[src/rtl/stdc_pkg.sv]
// Shared types, constants and helpers for the session token derive and check unit.
package stdc_pkg;

    localparam int unsigned WORD_W = 32;

    localparam logic [WORD_W-1:0] DEFAULT_CODE = 32'h4252_5448;
    localparam logic [WORD_W-1:0] SEED_A       = 32'hA5C2_E1F7;
    localparam logic [WORD_W-1:0] SEED_B       = 32'h7F1E_3C5A;
    localparam logic [WORD_W-1:0] SEED_SUM     = SEED_A + SEED_B;

    localparam logic [WORD_W-1:0] MIX_MUL_1    = 32'h5BD1_E995;
    localparam logic [WORD_W-1:0] MIX_MUL_2    = 32'h27D4_EB2F;
    localparam logic [WORD_W-1:0] MIX_KEY_XOR  = 32'h6C07_8965;
    localparam logic [WORD_W-1:0] FNV_MUL      = 32'h0100_0193;

    localparam logic REQ_STAMP    = 1'b0;
    localparam logic REQ_VALIDATE = 1'b1;

    typedef struct packed {
        logic              req_type;
        logic [WORD_W-1:0] presented_a;
        logic [WORD_W-1:0] presented_b;
    } item_t;

    typedef struct packed {
        logic [WORD_W-1:0] token_a;
        logic [WORD_W-1:0] token_b;
        logic              tokens_match;
    } result_t;

    typedef struct packed {
        logic              busy;
        logic [WORD_W-1:0] token_a;
        logic [WORD_W-1:0] token_b;
    } hash_status_t;

    function automatic logic [WORD_W-1:0] rotl32(input logic [WORD_W-1:0] x,
                                                 input int unsigned n);
        return (x << n) | (x >> (WORD_W - n));
    endfunction

endpackage

[src/rtl/stdc_token_hash.sv]
// Multi-cycle token derivation engine sharing one 32x32 multiplier.
module stdc_token_hash (
    input  logic                        clk,
    input  logic                        rst_n,
    input  logic                        load,
    input  logic [stdc_pkg::WORD_W-1:0] code,
    output stdc_pkg::hash_status_t      status
);

    typedef enum logic [6:0] {
        ST_IDLE  = 7'b000_0001,
        ST_START = 7'b000_0010,
        ST_HALF1 = 7'b000_0100,
        ST_HALF2 = 7'b000_1000,
        ST_FIN   = 7'b001_0000,
        ST_FNV   = 7'b010_0000,
        ST_ADJ   = 7'b100_0000
    } state_t;

    // Which mix3 call of the derivation is running
    localparam logic [2:0] CALL_SEED_A = 3'd0;
    localparam logic [2:0] CALL_SEED_B = 3'd1;
    localparam logic [2:0] CALL_CODE   = 3'd2;
    localparam logic [2:0] CALL_CROSS  = 3'd3;
    localparam logic [2:0] CALL_FINAL  = 3'd4;

    localparam logic [1:0] LAST_ROUND = 2'd2;

    state_t     state_reg, state_next;
    logic [1:0] round_reg, round_next;
    logic [2:0] call_reg,  call_next;

    logic [stdc_pkg::WORD_W-1:0] x_reg,  x_next;
    logic [stdc_pkg::WORD_W-1:0] k_reg,  k_next;
    logic [stdc_pkg::WORD_W-1:0] p_reg,  p_next;
    logic [stdc_pkg::WORD_W-1:0] wa_reg, wa_next;
    logic [stdc_pkg::WORD_W-1:0] wb_reg, wb_next;
    logic [stdc_pkg::WORD_W-1:0] tok_a_reg, tok_a_next;
    logic [stdc_pkg::WORD_W-1:0] tok_b_reg, tok_b_next;

    logic [stdc_pkg::WORD_W-1:0] round_key;
    logic [stdc_pkg::WORD_W-1:0] mul_op;
    logic [stdc_pkg::WORD_W-1:0] mul_k;
    logic [stdc_pkg::WORD_W-1:0] prod;

    always_comb
    begin
        case (round_reg)
            2'd0:    round_key = k_reg;
            2'd1:    round_key = k_reg ^ stdc_pkg::MIX_KEY_XOR;
            default: round_key = stdc_pkg::rotl32(k_reg, 17);
        endcase
    end

    // One shared multiplier, operands steered by state
    always_comb
    begin
        case (state_reg)
            ST_HALF1:
            begin
                mul_op = stdc_pkg::rotl32(x_reg ^ round_key, 13);
                mul_k  = stdc_pkg::MIX_MUL_1;
            end
            ST_HALF2:
            begin
                mul_op = p_reg ^ (p_reg >> 15);
                mul_k  = stdc_pkg::MIX_MUL_2;
            end
            default:
            begin
                mul_op = wa_reg;
                mul_k  = stdc_pkg::FNV_MUL;
            end
        endcase
    end

    assign prod = mul_op * mul_k;

    always_comb
    begin
        state_next = state_reg;
        round_next = round_reg;
        call_next  = call_reg;
        x_next     = x_reg;
        k_next     = k_reg;
        p_next     = p_reg;
        wa_next    = wa_reg;
        wb_next    = wb_reg;
        tok_a_next = tok_a_reg;
        tok_b_next = tok_b_reg;

        case (state_reg)
            ST_IDLE:
            begin
                if (load)
                begin
                    state_next = ST_START;
                end
            end
            ST_START:
            begin
                x_next     = code;
                k_next     = stdc_pkg::SEED_A;
                call_next  = CALL_SEED_A;
                round_next = 2'd0;
                state_next = ST_HALF1;
            end
            ST_HALF1:
            begin
                p_next     = prod;
                state_next = ST_HALF2;
            end
            ST_HALF2:
            begin
                x_next = prod ^ (prod >> 13);
                if (round_reg == LAST_ROUND)
                begin
                    state_next = ST_FIN;
                end
                else
                begin
                    round_next = round_reg + 2'd1;
                    state_next = ST_HALF1;
                end
            end
            ST_FIN:
            begin
                round_next = 2'd0;
                state_next = ST_HALF1;
                case (call_reg)
                    CALL_SEED_A:
                    begin
                        wa_next   = x_reg;
                        x_next    = code;
                        k_next    = stdc_pkg::SEED_B;
                        call_next = CALL_SEED_B;
                    end
                    CALL_SEED_B:
                    begin
                        wb_next   = x_reg;
                        wa_next   = wa_reg ^ stdc_pkg::rotl32(x_reg, 16);
                        x_next    = wa_next;
                        k_next    = code;
                        call_next = CALL_CODE;
                    end
                    CALL_CODE:
                    begin
                        wb_next   = wb_reg + x_reg;
                        x_next    = wa_reg;
                        k_next    = wb_next;
                        call_next = CALL_CROSS;
                    end
                    CALL_CROSS:
                    begin
                        wa_next    = x_reg;
                        state_next = ST_FNV;
                    end
                    default:
                    begin
                        tok_a_next = wa_reg;
                        tok_b_next = wb_reg ^ x_reg;
                        state_next = ST_IDLE;
                    end
                endcase
            end
            ST_FNV:
            begin
                wb_next    = wb_reg ^ prod;
                state_next = ST_ADJ;
            end
            ST_ADJ:
            begin
                wa_next    = wa_reg + (stdc_pkg::rotl32(code, 5) ^
                                       stdc_pkg::rotl32(wb_reg, 23));
                x_next     = wa_next ^ code;
                k_next     = stdc_pkg::SEED_SUM;
                call_next  = CALL_FINAL;
                round_next = 2'd0;
                state_next = ST_HALF1;
            end
            default:
            begin
                state_next = ST_START;
            end
        endcase
    end

    // Reset lands in START so the default code is hashed straight away
    always_ff @(posedge clk or negedge rst_n)
    begin
        if (!rst_n)
        begin
            state_reg <= ST_START;
            round_reg <= 2'd0;
            call_reg  <= CALL_SEED_A;
        end
        else
        begin
            state_reg <= state_next;
            round_reg <= round_next;
            call_reg  <= call_next;
        end
    end

    always_ff @(posedge clk)
    begin
        x_reg     <= x_next;
        k_reg     <= k_next;
        p_reg     <= p_next;
        wa_reg    <= wa_next;
        wb_reg    <= wb_next;
        tok_a_reg <= tok_a_next;
        tok_b_reg <= tok_b_next;
    end

    assign status.busy    = (state_reg != ST_IDLE);
    assign status.token_a = tok_a_reg;
    assign status.token_b = tok_b_reg;

endmodule

[src/rtl/session_token_derive_check_unit.sv]
// Top level of the session token derive and check unit.
//
// Channels:
//   cfg_valid/cfg_ready/cfg_data - write beat for the required code. A beat
//     of zero is taken and dropped. A nonzero beat loads the code and starts
//     a fresh derivation of the token pair.
//   start/busy/item - one request beat is taken at each edge where start is
//     high and busy is low. req_type selects stamp or validate.
//   done/result - each result beat shows for exactly one cycle, flagged by
//     done. The receiver cannot stall, so nothing is ever held back here.
// Pipeline: a request passes the input, compare and output registers in turn
//   before its result shows, and one request can be taken every cycle while
//   busy is low.
// Derivation: the token pair is worked out by a sequencer around one shared
//   32x32 multiplier, each mixing round running the HALF1 and HALF2 states in turn.
//   Busy and a low cfg_ready cover the whole derivation.
// Reset: the code returns to its default value and the derivation runs
//   at once, so busy stays high after reset is released until it finishes.
module session_token_derive_check_unit (
    input  logic                        clk,
    input  logic                        rst_n,
    input  logic                        cfg_valid,
    output logic                        cfg_ready,
    input  logic [stdc_pkg::WORD_W-1:0] cfg_data,
    input  logic                        start,
    output logic                        busy,
    input  stdc_pkg::item_t             item,
    output logic                        done,
    output stdc_pkg::result_t           result
);

    logic [stdc_pkg::WORD_W-1:0] code_reg, code_next;
    logic                        cfg_beat;
    logic                        load;
    stdc_pkg::hash_status_t      hash_status;

    // Stage 1: captured request
    logic                        s1_valid_reg;
    stdc_pkg::item_t             s1_item_reg;
    // Stage 2: per-word compare
    logic                        s2_valid_reg;
    logic                        s2_req_reg;
    logic                        s2_eq_a_reg;
    logic                        s2_eq_b_reg;
    // Stage 3: output beat
    logic                        s3_valid_reg;
    stdc_pkg::result_t           s3_result_reg;

    // Configuration: take beats only while the token pair is settled
    assign cfg_ready = !hash_status.busy;
    assign cfg_beat  = cfg_valid && cfg_ready;
    assign load      = cfg_beat && (cfg_data != '0);
    assign code_next = load ? cfg_data : code_reg;

    always_ff @(posedge clk or negedge rst_n)
    begin
        if (!rst_n)
        begin
            code_reg <= stdc_pkg::DEFAULT_CODE;
        end
        else
        begin
            code_reg <= code_next;
        end
    end

    stdc_token_hash u_hash (
        .clk    (clk),
        .rst_n  (rst_n),
        .load   (load),
        .code   (code_reg),
        .status (hash_status)
    );

    assign busy = hash_status.busy;

    // Valid bits advance every cycle; the receiver never pushes back
    always_ff @(posedge clk or negedge rst_n)
    begin
        if (!rst_n)
        begin
            s1_valid_reg <= 1'b0;
            s2_valid_reg <= 1'b0;
            s3_valid_reg <= 1'b0;
        end
        else
        begin
            s1_valid_reg <= start && !hash_status.busy;
            s2_valid_reg <= s1_valid_reg;
            s3_valid_reg <= s2_valid_reg;
        end
    end

    // Payload carries no reset; the valid bits qualify it
    always_ff @(posedge clk)
    begin
        s1_item_reg <= item;

        s2_req_reg  <= s1_item_reg.req_type;
        s2_eq_a_reg <= (s1_item_reg.presented_a == hash_status.token_a);
        s2_eq_b_reg <= (s1_item_reg.presented_b == hash_status.token_b);

        s3_result_reg.token_a      <= hash_status.token_a;
        s3_result_reg.token_b      <= hash_status.token_b;
        // Stamp beats never report a match
        s3_result_reg.tokens_match <= (s2_req_reg == stdc_pkg::REQ_VALIDATE)
                                      && s2_eq_a_reg && s2_eq_b_reg;
    end

    assign done   = s3_valid_reg;
    assign result = s3_result_reg;

endmodule

[config.mk]
export PLATFORM = sky130hd
export DESIGN_NAME = session_token_derive_check_unit
export DESIGN_NICKNAME = d
export VERILOG_FILES = /design/src/rtl/stdc_pkg.sv /design/src/rtl/stdc_token_hash.sv /design/src/rtl/session_token_derive_check_unit.sv
export SDC_FILE = /design/constraint.sdc
export NUM_CORES = 2
export LEC_CHECK = 0
export BUFFER_PORTS_ARGS = -buffer_cell sky130_fd_sc_hd__buf_2
export CAP_MARGIN = 15
export CORE_ASPECT_RATIO = 0.5
export CORE_UTILIZATION = 55
export DETAILED_ROUTE_END_ITERATION = 8
export PLACE_DENSITY = 0.74
export SYNTH_ARGS = -nofsm -noshare
export SYNTH_HDL_FRONTEND = slang
export SYNTH_SLANG_ARGS = --single-unit
export TNS_END_PERCENT = 30
[constraint.sdc]
create_clock -name clk -period 13.9 [get_ports clk]
set_input_delay 2.78 -clock clk [delete_from_list [all_inputs] [get_ports clk]]
set_output_delay 2.78 -clock clk [all_outputs]
set_load 0.01 [all_outputs]
==> flow_summary.ini <==
[grt]
grt_pass1_wl_um = 166000
antenna_found_initial = 7
grt.total_usage_pct = 37.7
grt-ovfl-total = 0
first_global_vias = 25300
grt_max_degree = 73

[worst_setup_path]
r2r_slack_ps = 2510
endpoint_kind = flip-flop
critPathMaxStageDelay_ps = 1000
arrival_ps = 11660
cpMostUsedCell = fa_1
cp_slowest_cell = dfrtp_1
crit_type = reg -> reg
critPathLaunchType = flip-flop
required_ps = 14170
critPathMaxFanout = 21

[cells_and_area]
area_growth_pct = 9.97
drive_gt1_share_pct = 10.8
final_nets = 4094
multi_input_area_um2 = 20100
regArea_um2 = 10600
fill_cells = 4968
final_core_util_pct = 61.2

[timing]
max_freq_mhz = 87.8
rsz0062_at_grt = false
worst_hold_slack_ps = 329
max_slew.worst_pin.slew_ps = 1330
setup_viol = 0
layout_min_cycle_time_ps = 11390
hold_viol_final = 0
fin_tns_setup_ps = 0
fin_skew_ps = 31.1
fin_ws_ps = 2510
fin_crit_sh_pct = 82.0
relSlewSlack_pct = 10.6
slew_viol_final = 0

[placement]
place_hpwl_um = 91300
place_ws_ps = 2740
gp_congestion = 1.12
place.port_buffers = 168

[die]
die_x_um = 348
fp.dieH_um = 175
core_um2 = 59300
start_util_pct = 55.6
die-area_um2 = 61000
io_pins = 169
rows = 63

[run]
maxCapViolCount = 0

[yosys]
ys_seq_area_share_pct = 32.1
syn_area_um2 = 33000
synthCells = 3272
synth_top_cell_by_area = edfxtp_1
synth_area_leaders = edfxtp_1 (20%), fa_1 (19%), ha_1 (9.4%)
synth-edff-count = 224
synth_cell_types = 79
synth_seq_cells = 404
synth.net_count = 3934
yosys_warnings = 0
ys.flop_type = edfxtp_1
synth_area_per_cell_um2 = 10.1
synth-async-reset-ratio_pct = 11.6
synth_top_area_share_pct = 20.4

[route]
drc_errors = 0
wire_per_inst_um = 27.0
wl_met3_um = 18200
met2_wirelength_um = 46500
route.detailed.vias_per_inst = 6.19
first_pass_iters = 7
top_layer_used = met5
wirelength_um = 115000
dr_total_vias = 26500
ant_nets = 0
detail_route.iter0.violations = 3871
m1WireLength_um = 44700

[cts]
cts_inserted_buffers = 40
htreeDepth = 2
tritoncts = yes
path_clk_slew_ps = 70
root_buffer = clkbuf_16
clk_latency_ps = 570
ctsLongestPathBuffers = 3
post_cts_buffers = 0
hold_buffers = 0
cts_sinks = 404
cts-resized-gates = 0

[outcome]
outcome = finished clean

[worst_hold_path]
hp-class = reg -> reg
logic make-up after synthesis:
logic type	Yosys count	synth area share, %
AOI/OAI and AO/OA	657	12.2
xor gates and xnor gates	358	9.68
adders and majority gates	561	28.4
buffers and inverters	630	7.23
DFF	404	32.1
muxes	53	1.73
and+or+nand+nor	609	8.67
final timing paths:
check                                                 from                          to  cells after the start
setup / recovery           u_hash.round_reg[1]$_DFFE_PN0P_  u_hash.x_reg[16]$_DFFE_PP_                     32
setup reg to reg           u_hash.round_reg[1]$_DFFE_PN0P_  u_hash.x_reg[16]$_DFFE_PP_                     32
hold / removal                     s1_item_reg[64]$_DFF_P_          s2_req_reg$_DFF_P_                      0
hold reg to reg                    s1_item_reg[64]$_DFF_P_          s2_req_reg$_DFF_P_                      0
max in group asynchronous                            rst_n    code_reg[21]$_DFFE_PN0P_                      2
min in group asynchronous                            rst_n     code_reg[8]$_DFFE_PN0P_                      2
through the flow:
| stage | area (um2) | cells |
|---|---|---|
| finish | 36300 | 4278 |
| global route | 36300 | 4275 |
| CTS | 36300 | 4274 |
| detailed placement | 34900 | 4202 |
| global placement | 34900 | 4202 |
| floorplan | 33000 | 3272 |
metal layers:
layer / track usage [%] / vias to the layer above
met2: 52.7 / 2046
met3: 13.5 / 366
li1: - / 11300
met1: 52.6 / 12800
met5: 0 / -
met4: 15.9 / 8
layout make-up:
cell class                      instances  share of cell area [%]
Clock buffer                           59                    3.39
Multi-Input combinational cell       2238                    55.4
Antenna cell                            4                  0.0276
Timing Repair Buffer                  229                    3.58
Inverter                              519                    5.38
Clock inverter                         13                   0.286
Tap cell                              812                    2.80
Sequential cell                       404                    29.2
cell usage after synthesis (20+ instances only):
library cell,n
edfxtp_1,224
clkbuf_1,97
a221oi_1,46
dfrtp_1,36
fa_1,312
nor3_1,20
nor4_1,25
mux2i_1,20
nand2_1,199
ha_1,249
o22ai_1,25
nor2_1,197
xnor2_1,185
mux2_2,33
and3_1,25
nor3b_1,32
dfxtp_1,133
a21o_1,57
nand3_1,26
a21oi_1,187
a31oi_1,37
xor2_1,168
o21ai_0,192
inv_1,516
worst max-delay path, delay by kind of cell (launching register included):
family | cells | cell delay (ps)
flops | 1 | 1000
xor+xnor | 3 | 1030
buf+inv | 7 | 880
compound gates | 7 | 2120
simple gates | 5 | 1400
fa+ha+maj | 10 | 4650
placed cells by master (no fill, tap or decap), types with 10 or more instances in the layout:
master | Yosys | layout
clkbuf_16 | 0 | 45
nor2_1 | 197 | 193
o22ai_1 | 25 | 25
nor3b_1 | 32 | 31
edfxtp_1 | 224 | 224
nor2b_1 | 16 | 16
nor4_1 | 25 | 25
o21a_1 | 12 | 12
xor2_1 | 168 | 168
buf_2 | 4 | 168
a22oi_1 | 12 | 12
fa_1 | 312 | 312
a31oi_1 | 37 | 37
nor3_1 | 20 | 20
o21ai_0 | 192 | 190
a221oi_1 | 46 | 46
and3_1 | 25 | 24
nand2b_1 | 14 | 14
a21o_1 | 57 | 57
buf_4 | 1 | 61
inv_1 | 516 | 516
or2_2 | 12 | 12
o211ai_1 | 15 | 15
nand3_1 | 26 | 25
nand2_1 | 199 | 198
ha_1 | 249 | 249
dfxtp_1 | 133 | 133
mux2_2 | 33 | 33
dfrtp_1 | 36 | 36
dfstp_2 | 11 | 11
o21bai_1 | 10 | 10
mux2i_1 | 20 | 20
a21oi_1 | 187 | 185
xnor2_1 | 185 | 185
nand4_1 | 14 | 14
Power is not shown: default switching activity piles up to over one toggle a cycle in this logic, so the estimate is an artifact.
